[src/hdl/ebalu_pkg.sv]
// ---------------------------------------------------------------------------
// ebalu_pkg
// Shared types and constants for the eight-bit ALU with Z/N/H/C flags.
// ---------------------------------------------------------------------------
package ebalu_pkg;

    localparam int unsigned KIND_W   = 5;
    localparam int unsigned BYTE_W   = 8;
    localparam int unsigned FLAGS_W  = 4;
    localparam int unsigned BITSEL_W = 3;

    // Flag nibble positions: Z N H C from the top bit down
    localparam int unsigned FLAG_Z = 3;
    localparam int unsigned FLAG_N = 2;
    localparam int unsigned FLAG_H = 1;
    localparam int unsigned FLAG_C = 0;

    typedef enum logic [KIND_W-1:0] {
        OP_ADD = 5'd0,
        OP_ADC = 5'd1,
        OP_SUB = 5'd2,
        OP_SBC = 5'd3,
        OP_AND = 5'd4,
        OP_OR  = 5'd5,
        OP_XOR = 5'd6,
        OP_CP  = 5'd7,
        OP_INC = 5'd8,
        OP_DEC = 5'd9,
        OP_RLC = 5'd10,
        OP_RL  = 5'd11,
        OP_RRC = 5'd12,
        OP_RR  = 5'd13,
        OP_SLA = 5'd14,
        OP_SRA = 5'd15,
        OP_SRL = 5'd16,
        OP_BIT = 5'd17,
        OP_SET = 5'd18,
        OP_RES = 5'd19
    } t_alu_op;

    // One operation as held in the input register
    typedef struct packed {
        logic [KIND_W-1:0]   kind;
        logic [BYTE_W-1:0]   acc_value;
        logic [BYTE_W-1:0]   operand_value;
        logic [FLAGS_W-1:0]  flags_in;
        logic [BITSEL_W-1:0] bit_select;
    } t_alu_req;

    // One result as held in the result register
    typedef struct packed {
        logic [BYTE_W-1:0]  result_value;
        logic [FLAGS_W-1:0] flags_out;
        logic               writes_result;
    } t_alu_rsp;

    localparam int unsigned REQ_W = $bits(t_alu_req);
    localparam int unsigned RSP_W = $bits(t_alu_rsp);

endpackage

[src/hdl/ebalu_stage.sv]
// ---------------------------------------------------------------------------
// ebalu_stage
// One valid/ready register stage; takes a new transfer whenever it is empty
// or its content leaves in the same cycle.
// ---------------------------------------------------------------------------
module ebalu_stage #(
    parameter int unsigned DATA_W = 8
) (
    input  logic              i_clk,
    input  logic              i_rst_n,
    input  logic              i_valid,
    output logic              o_ready,
    input  logic [DATA_W-1:0] i_data,
    output logic              o_valid,
    input  logic              i_ready,
    output logic [DATA_W-1:0] o_data
);

    logic              r_valid;
    logic [DATA_W-1:0] r_data;

    assign o_ready = !r_valid || i_ready;
    assign o_valid = r_valid;
    assign o_data  = r_data;

    always_ff @(posedge i_clk) begin
        if (!i_rst_n) begin
            r_valid <= 1'b0;
        end else if (o_ready) begin
            r_valid <= i_valid;
        end
    end

    // Payload needs no reset; load only on a transfer
    always_ff @(posedge i_clk) begin
        if (o_ready && i_valid) begin
            r_data <= i_data;
        end
    end

endmodule

[src/hdl/ebalu_exec.sv]
// ---------------------------------------------------------------------------
// ebalu_exec
// Combinational datapath: result byte, flag nibble and write enable for one
// operation.
// ---------------------------------------------------------------------------
module ebalu_exec (
    input  ebalu_pkg::t_alu_req i_req,
    output ebalu_pkg::t_alu_rsp o_rsp
);
    import ebalu_pkg::*;

    logic [BYTE_W-1:0]  a;
    logic [BYTE_W-1:0]  v;
    logic [FLAGS_W-1:0] f;
    logic               cin;
    logic [BYTE_W-1:0]  bmask;
    logic               use_c_add;
    logic               use_c_sub;
    logic [BYTE_W:0]    sum9;
    logic [4:0]         hsum;
    logic [BYTE_W:0]    dif9;
    logic [4:0]         hdif;
    logic [BYTE_W-1:0]  res;
    logic [FLAGS_W-1:0] fo;
    logic               wr;
    logic               zr;

    assign a     = i_req.acc_value;
    assign v     = i_req.operand_value;
    assign f     = i_req.flags_in;
    assign cin   = f[FLAG_C];
    assign bmask = 8'b1 << i_req.bit_select;

    assign use_c_add = (t_alu_op'(i_req.kind) == OP_ADC) && cin;
    assign use_c_sub = (t_alu_op'(i_req.kind) == OP_SBC) && cin;

    // Shared adder and subtractor, nine bits wide for carry and borrow
    assign sum9 = {1'b0, a} + {1'b0, v} + {8'd0, use_c_add};
    assign hsum = {1'b0, a[3:0]} + {1'b0, v[3:0]} + {4'd0, use_c_add};
    assign dif9 = {1'b0, a} - {1'b0, v} - {8'd0, use_c_sub};
    assign hdif = {1'b0, a[3:0]} - {1'b0, v[3:0]} - {4'd0, use_c_sub};

    always_comb begin
        res = '0;
        fo  = f;
        wr  = 1'b1;
        unique case (t_alu_op'(i_req.kind))
            OP_ADD, OP_ADC: begin
                res = sum9[7:0];
                fo  = {1'b0, 1'b0, hsum[4], sum9[8]};
            end
            OP_SUB, OP_SBC: begin
                res = dif9[7:0];
                fo  = {1'b0, 1'b1, hdif[4], dif9[8]};
            end
            OP_CP: begin
                res = dif9[7:0];
                fo  = {1'b0, 1'b1, hdif[4], dif9[8]};
            end
            OP_AND: begin
                res = a & v;
                fo  = 4'b0010;
            end
            OP_OR: begin
                res = a | v;
                fo  = 4'b0000;
            end
            OP_XOR: begin
                res = a ^ v;
                fo  = 4'b0000;
            end
            OP_INC: begin
                res = v + 8'd1;
                fo  = {1'b0, 1'b0, (v[3:0] == 4'hF), cin};
            end
            OP_DEC: begin
                res = v - 8'd1;
                fo  = {1'b0, 1'b1, (v[3:0] == 4'h0), cin};
            end
            OP_RLC: begin
                res = {v[6:0], v[7]};
                fo  = {3'b000, v[7]};
            end
            OP_RL: begin
                res = {v[6:0], cin};
                fo  = {3'b000, v[7]};
            end
            OP_RRC: begin
                res = {v[0], v[7:1]};
                fo  = {3'b000, v[0]};
            end
            OP_RR: begin
                res = {cin, v[7:1]};
                fo  = {3'b000, v[0]};
            end
            OP_SLA: begin
                res = {v[6:0], 1'b0};
                fo  = {3'b000, v[7]};
            end
            OP_SRA: begin
                res = {v[7], v[7:1]};
                fo  = {3'b000, v[0]};
            end
            OP_SRL: begin
                res = {1'b0, v[7:1]};
                fo  = {3'b000, v[0]};
            end
            OP_BIT: begin
                res = v;
                fo  = {((v & bmask) == 8'd0), 1'b0, 1'b1, cin};
                wr  = 1'b0;
            end
            OP_SET: begin
                res = v | bmask;
            end
            OP_RES: begin
                res = v & ~bmask;
            end
            default: begin
                res = '0;
                fo  = f;
                wr  = 1'b0;
            end
        endcase
    end

    // Zero flag from the computed byte, for the arithmetic, logic, rotate/shift and compare kinds
    assign zr = (res == 8'd0);

    always_comb begin
        o_rsp.result_value  = res;
        o_rsp.flags_out     = fo;
        o_rsp.writes_result = wr;
        unique case (t_alu_op'(i_req.kind))
            OP_BIT, OP_SET, OP_RES: begin
                o_rsp.flags_out = fo;
            end
            OP_CP: begin
                o_rsp.flags_out[FLAG_Z] = zr;
                o_rsp.result_value      = a;
                o_rsp.writes_result     = 1'b0;
            end
            OP_ADD, OP_ADC, OP_SUB, OP_SBC, OP_AND, OP_OR, OP_XOR, OP_INC, OP_DEC,
            OP_RLC, OP_RL, OP_RRC, OP_RR, OP_SLA, OP_SRA, OP_SRL: begin
                o_rsp.flags_out[FLAG_Z] = zr;
            end
            default: begin
                o_rsp.flags_out = fo;
            end
        endcase
    end

endmodule

[src/hdl/eight_bit_alu_with_flags_core.sv]
// ---------------------------------------------------------------------------
// eight_bit_alu_with_flags_core
// Eight-bit ALU with Z/N/H/C flags: arithmetic, logic, rotate/shift and
// bit operations, one operation per stream transfer.
// ---------------------------------------------------------------------------
// Usage:
//   Send one operation per transfer on the s_axis channel: the operation
//   code in s_axis_tuser, the operands, flag nibble and bit index in
//   s_axis_tdata. Each transfer yields exactly one result transfer on the
//   m_axis channel, in order: result byte and new flags in m_axis_tdata,
//   the write enable for the result byte in m_axis_tuser.
//   The input register loads at the input transfer; the result register
//   loads from it through the datapath once it is free, and the result
//   transfer follows from the result register. Throughput is one operation
//   per cycle while m_axis_tready stays high; each register takes a new
//   item in the cycle its content leaves.
//   When the receiver holds m_axis_tready low, the result register holds
//   its item and the input register still takes one more item; after that
//   s_axis_tready drops until the result leaves. Both sides keep their
//   data stable while stalled.
//   Reset (i_rst_n low, synchronous) empties both registers; the block
//   holds no other state. Unused operation codes give a zero result byte,
//   the incoming flags unchanged and no write.
// ---------------------------------------------------------------------------
module eight_bit_alu_with_flags_core (
    input  logic        i_clk,
    input  logic        i_rst_n,
    // Operation in
    input  logic        s_axis_tvalid,
    output logic        s_axis_tready,
    input  logic [23:0] s_axis_tdata,  // acc_value[7:0], operand_value[15:8],
                                       // flags_in[19:16], bit_select[22:20], zero pad
    input  logic [4:0]  s_axis_tuser,  // kind[4:0]
    // Result out
    output logic        m_axis_tvalid,
    input  logic        m_axis_tready,
    output logic [15:0] m_axis_tdata,  // result_value[7:0], flags_out[11:8], zero pad
    output logic [0:0]  m_axis_tuser   // writes_result[0]
);
    import ebalu_pkg::*;

    t_alu_req             req_in;
    t_alu_req             req_q;
    logic [REQ_W-1:0]     req_q_bits;
    logic                 req_valid;
    logic                 req_ready;
    t_alu_rsp             rsp_d;
    logic [RSP_W-1:0]     rsp_q_bits;
    t_alu_rsp             rsp_q;

    // Unpack the stream fields into the request structure
    assign req_in.kind          = s_axis_tuser;
    assign req_in.acc_value     = s_axis_tdata[7:0];
    assign req_in.operand_value = s_axis_tdata[15:8];
    assign req_in.flags_in      = s_axis_tdata[19:16];
    assign req_in.bit_select    = s_axis_tdata[22:20];

    // Input register
    ebalu_stage #(
        .DATA_W (REQ_W)
    ) u_in_stage (
        .i_clk   (i_clk),
        .i_rst_n (i_rst_n),
        .i_valid (s_axis_tvalid),
        .o_ready (s_axis_tready),
        .i_data  (req_in),
        .o_valid (req_valid),
        .i_ready (req_ready),
        .o_data  (req_q_bits)
    );

    assign req_q = t_alu_req'(req_q_bits);

    // Datapath between the two registers
    ebalu_exec u_exec (
        .i_req (req_q),
        .o_rsp (rsp_d)
    );

    // Result register; advance while empty or while the receiver takes
    ebalu_stage #(
        .DATA_W (RSP_W)
    ) u_out_stage (
        .i_clk   (i_clk),
        .i_rst_n (i_rst_n),
        .i_valid (req_valid),
        .o_ready (req_ready),
        .i_data  (rsp_d),
        .o_valid (m_axis_tvalid),
        .i_ready (m_axis_tready),
        .o_data  (rsp_q_bits)
    );

    assign rsp_q           = t_alu_rsp'(rsp_q_bits);
    assign m_axis_tdata    = {4'd0, rsp_q.flags_out, rsp_q.result_value};
    assign m_axis_tuser[0] = rsp_q.writes_result;

`ifndef SYNTHESIS
    // Reset leaves no result pending
    a_reset_empty: assert property (@(posedge i_clk)
        !i_rst_n |=> !m_axis_tvalid)
        else $error("result valid after reset");

    // An item in the input register with a free result register moves on
    a_advance: assert property (@(posedge i_clk) disable iff (!i_rst_n)
        (req_valid && (!m_axis_tvalid || m_axis_tready)) |=> m_axis_tvalid)
        else $error("item lost between input and result register");

    // Both registers full and receiver stalled: no new transfer may enter
    a_backpressure: assert property (@(posedge i_clk) disable iff (!i_rst_n)
        (req_valid && m_axis_tvalid && !m_axis_tready) |-> !s_axis_tready)
        else $error("input taken while pipeline full");
`endif

endmodule
[config.mk]
export PLATFORM = sky130hd
export DESIGN_NAME = eight_bit_alu_with_flags_core
export DESIGN_NICKNAME = d
export VERILOG_FILES = /design/src/hdl/ebalu_pkg.sv /design/src/hdl/ebalu_stage.sv /design/src/hdl/ebalu_exec.sv /design/src/hdl/eight_bit_alu_with_flags_core.sv
export SDC_FILE = /design/constraint.sdc
export NUM_CORES = 1
export LEC_CHECK = 0
export BUFFER_PORTS_ARGS = -buffer_cell sky130_fd_sc_hd__buf_2
export CAP_MARGIN = 0
export CORE_MARGIN = 2
export CORE_UTILIZATION = 59
export CTS_CLUSTER_DIAMETER = 60
export DETAILED_ROUTE_END_ITERATION = 8
export PLACE_DENSITY = 0.83
export SYNTH_ARGS = -nofsm -noshare
export SYNTH_HDL_FRONTEND = slang
export SYNTH_SLANG_ARGS = --single-unit
[constraint.sdc]
create_clock -name i_clk -period 5 [get_ports i_clk]
set_input_delay 1.5 -clock i_clk [delete_from_list [all_inputs] [get_ports i_clk]]
set_output_delay 1.5 -clock i_clk [all_outputs]
set_load 0.01 [all_outputs]
After elaboration in Yosys (flattened, before gate mapping) --
Index checks and enable logic that the tools add are counted.
Operators by class: $add $sub $neg 10, multipliers 0, divide/modulo/power cells 0, order comparisons 0, equality and inequality tests 20, shift-type cells 1, multiplexer cells 5, bitwise operators 7, reductions and logical operators 19
Operators with widths (number):
- one-hot mux 8 bit (17 select lines) | 1
- == test 5 x 4 -> 1 bit, second input constant | 8
- one-hot mux 4 bit (9 select lines) | 1
- bitwise AND 8 bit | 3
- == test 5 x 3 -> 1 bit, second input constant | 4
- == test 5 bit, second input constant | 4
- OR reduction 18 bit | 1
- OR reduction 17 bit | 1
- zero test 8 bit | 2
- OR 8 bit | 2
- == test 5 x 2 -> 1 bit, second input constant | 2
- adder 8 x 8 -> 9 bit | 1
- adder 9 x 1 -> 9 bit | 1
- subtractor 8 x 8 -> 9 bit | 1
- subtractor 9 x 1 -> 9 bit | 1
- adder 8 x 1 -> 8 bit, second input constant | 1
- 2-to-1 mux 8 bit | 1
- NOT 8 bit | 1
- << shifter 1 x 3 -> 8 bit, first input constant | 1
- subtractor 8 x 1 -> 8 bit, second input constant | 1
- bitwise XOR 8 bit | 1
- OR reduction 3 bit | 2
- adder 4 x 4 -> 5 bit | 1
- adder 5 x 1 -> 5 bit | 1
- 12 further kinds | 19
Storage, ports and cells: register bits after elaboration 43, latch bits 0, bits in writable memories 0, bits in read-only memories 0, input bits 33, output and inout port bits 19, word-level logic and storage cells 67, memories 0

Longest topological paths before layout --
depth in word-level cells 6, gate-level depth with buffers 14

Cells and area by module --
A second synthesis with hierarchy kept.
Second synthesis, totals: cell total of the unflattened synthesis 400, area, all modules 3831.2 µm²
By module, submodules not included:
- ebalu_exec | times used 1, cells each 344, area an instance 2451.1 µm², sequential area each 0.0 µm²
- ebalu_stage (u_in_stage) | times used 1, cells each 33, area an instance 898.4 µm², sequential area each 860.8 µm²
- ebalu_stage (u_out_stage) | times used 1, cells each 18, area an instance 447.9 µm², sequential area each 410.4 µm²
- eight_bit_alu_with_flags_core | times used 1, cells each 5, area an instance 33.8 µm², sequential area each 0.0 µm²

Worst setup path after synthesis --
No wires, ideal clock.
path kind flip-flop to flip-flop, from register u_in_stage.r_data[26] (netlist: u_in_stage.o_data[26]), to register u_out_stage.r_data[12] (netlist: u_out_stage.o_data[12]), data pin, arrival 3.473 ns, setup slack 1.267 ns, cell stages (with the launch flop) 13, path buffers 2, clock period less this slack 3.733 ns, cells stage by stage edfxtp_1 buf_4 or3b_1 buf_4 or3_1 fa_1 ha_1 o21ai_0 a211oi_1 a21oi_1 mux2i_1 or4_1 mux2_2
RTL lines:
- start: declaration | RTL line ebalu_stage.sv:20 | logic [DATA_W-1:0] r_data;
- start signal: assignment | RTL line ebalu_stage.sv:37 | r_data <= i_data;
- end signal: assignment | RTL line ebalu_stage.sv:37
- end: declaration | RTL line ebalu_stage.sv:20

==> impl_results.md <==
* Run status: finished clean
* Post-CTS Hold Fix Bufs at 0
* Required time reported for the critical path endpoint at 5.15 ns
* Clock latency of the later-clocked register in the worst-skew pair at 0.31 ns
* Worst min-delay path category: flop to flop
* Register clock-pin slew on the reported worst setup and hold paths at 0.09 ns
* Proportion of synthesized flip-flops having asynchronous set or reset at 0%
* TritonCTS buffer count at 5
* TritonCTS clock tree: yes
* Violation count after the first detailed-routing iteration at 495
* Total clock sinks at 43
* Layout overhead on the synthesized area at 9.12%
* Final worst clock skew at 0.00952 ns
* Number of levels in the clock H-tree at 2
* Total iterations of the first detailed-routing run at 8
* Setup bufs post-CTS at 0
* Antenna violation net count after detailed routing at 0
* Transition at the pin with the smallest max-transition slack at 1.18 ns
* Final worst path period share at 85.0%
* Final Max Tran Viols at 0
* Net count of the finished layout at 511
* Largest buffer count on any clock path at 2
* Global-route wire length before repair at 16.4 mm
* Row Count at 29
* Leakage dissipation at 1.65 nW
* Routed wire length per instance at 20.0 um
* Highest achievable clock rate at 235 MHz
* Placed cell count at 515
* Count of different cell masters after synthesis at 70
* Cell repeated most along the worst path: fa_1
* Number of antenna violations at the first check in global routing at 0
* Number of enable flip-flop cells after synthesis at 41
* Worst Hold Slack at 0.534 ns
* Mean number of vias per cell at 6.67
* Number of warnings reported in the yosys synthesis log at 0
* Fill cells at 533
* Max capacitance violation total at 0
* Mean Syn Cell Area at 9.23 sq um
* Final period demand of the worst path at 4.25 ns
* CP Launch Type: flop
* Max incr delay on CP at 0.53 ns
* Total setup violations reported at the end of the flow at 0
* Slew headroom at 21.1%
* Dpl hpwl at 7.79 mm
* Global placer's final weighted congestion at 0.990
* Total wirelength of the detailed-routed design at 10.5 mm
* I/O pins at 52
* Final hold violation count at 0
* Count of buffering cells on the critical path with inverters included at 1
* Worst supply voltage drop on vdd at 254 uV
* Number of diodes added for antenna fixing at 0
* Die X-Extent at 83.8 um
* #FFs+latches synth at 43
* Full die area at 0.00702 sq mm
* Post-place setup slack at 0.840 ns
* Number of gates resized after CTS at 0
* Sum of negative setup slack at 0 ns
* Core ar. at 0.00624 sq mm
* Vias in the first global route at 3243
* Largest delay contributor family on the critical path: simple AND/OR/NAND/NOR gates
* Post-route non-filler standard cell count at 523
* Number of standard cells after synthesis at 407
* Areal power density over the cells at 242 mW/mm^2
* Fraction of layout instances using a drive strength above 1 at 17.0%
* Post-route DRC at 0
* Ordered cell list for the critical path: buf_4, or3_1, nor2_1, nand3_1, fa_1, fa_1, xnor2_1, o22ai_1, a221oi_1, nand4_1, nor4_1, nand3b_1, o31ai_1
* # port buffers at 46
* Cell area after synthesis at 0.00376 sq mm
* Worst setup path category: flop to flop
* Detailed-route via count at 3489
* Most used flip-flop cell after synthesis: edfxtp_1
* Proportion of synthesized chip area in sequential cells at 33.8%
* DIE HEIGHT at 83.8 um
* Setup repair after global routing missed its margin: no
* Root cell of the clock tree: clkbuf_8
* Leftover overflow at the end of global routing at 0
* Initial Utilization at 60.2%
* Highest-delay cell along the critical path: edfxtp_1
* Maximum number of pins on one net before global-route repair at 29
* Sort of element at the end of the critical path: flop
* Overall global routing resource usage at 30.2%
* Worst path setup slack after routing at 0.749 ns
* Crit path arrival time at 4.40 ns
* Worst-path maximum fanout at 11
[placed cells by master (no fill, tap or decap), types with 5 or more instances in the layout]
master	instances
nand2_1	23
a21oi_1	24
a31oi_1	6
nor2_1	39
a221oi_1	7
and3_1	5
nor2b_1	8
a211oi_1	5
nor3b_1	6
xnor2_1	11
nand2b_1	10
fa_1	5
o31ai_1	6
buf_2	46
edfxtp_1	41
o21ai_0	17
ha_1	28
xor2_1	5
mux2i_1	8
clkbuf_8	5
nand3b_1	8
buf_4	6
inv_1	26
nand3_1	6
nor3_1	18
[kinds of logic after synthesis]
kind of cell / after synthesis / synth area share (%)
AOI/OAI and AO/OA: 97 / 17.8
xor gates and xnor gates: 16 / 3.73
adders and majority gates: 33 / 12.0
buffers and inverters: 50 / 6.66
DFF: 43 / 33.8
muxes: 10 / 2.73
other: 1 / 0.0998
and+or+nand+nor: 157 / 23.1
[sequential cells by signal (all words and copies together), names as in the netlist]
signal,cells
u_in_stage.o_data,28
u_in_stage.o_valid,1
u_out_stage.o_data,13
u_out_stage.o_valid,1
[cells in the mapped netlist, types with 7 or more instances]
cell	number	share of area (%)
inv_1	26	2.6
a221oi_1	7	1.6
edfxtp_1	41	33
xnor2_1	11	2.6
mux2i_1	8	2.1
nand2_1	23	2.3
o21ai_0	17	2.3
nor2b_1	8	1.3
buf_2	8	1.1
nand3b_1	8	1.6
ha_1	28	9.3
a21oi_1	24	3.2
nor3_1	18	2.4
nor2_1	39	3.9
nand2b_1	10	1.7
buf_4	10	2.0
[worst paths after layout]
check,start,to,slack (ns),cells past startpoint
setup / recovery,u_in_stage.o_data[25],u_out_stage.o_data[4],0.75,13
hold / removal,u_in_stage.o_valid,u_out_stage.o_valid,0.53,1
setup reg to reg,u_in_stage.o_data[25],u_out_stage.o_data[4],0.75,13
hold reg to reg,u_in_stage.o_valid,u_out_stage.o_valid,0.53,1
[routing by layer]
| layer | part of all wire (%) | global-route usage (%) | wire length (um) |
|---|---|---|---|
| met1 | 36 | 39.3 | 3750 |
| met2 | 47 | 48.0 | 4960 |
| met3 | 13 | 7.02 | 1310 |
| met4 | 4.1 | 13.8 | 432 |
| met5 | 0 | 0 | 0 |
[worst reg2reg max path: stages, from the launching register on]
cell and delay [ns]:
edfxtp_1 0.53, buf_4 0.23, or3_1 0.52, nor2_1 0.20, nand3_1 0.12, fa_1 0.47, fa_1 0.46, xnor2_1 0.16
o22ai_1 0.10, a221oi_1 0.26, nand4_1 0.22, nor4_1 0.48, nand3b_1 0.13, o31ai_1 0.23
[where the power goes]
group / total, mW / switching, mW / internal (mW)
Clock: 0.275 / 0.126 / 0.149
Combinational: 0.266 / 0.154 / 0.112
Sequential: 0.453 / 0.0295 / 0.423
Total: 0.993 / 0.310 / 0.684
[cell type report]
cell class	instances	area, sq um	area share, %
flip-flops and latches	43	1270	31.0
multi-input cells	317	2250	54.8
repair buffers	52	275	6.71
inverters	26	97.6	2.38
well taps	77	96.3	2.35
clock buffers	5	68.8	1.68
clock inverters	3	43.8	1.07
[per-stage QoR]
step | area (sq um) | power, mW | util (%)
finish | 4100 | 0.993 | 65.7
CTS | 4100 | 0.990 | 65.7
global placement | 3990 | 0.709 | 63.9
global route | 4100 | 1.03 | 65.7
floorplan | 3770 | 0.646 | -
detailed placement | 3990 | 0.718 | 63.9
(Power assumes the default switching activity.)
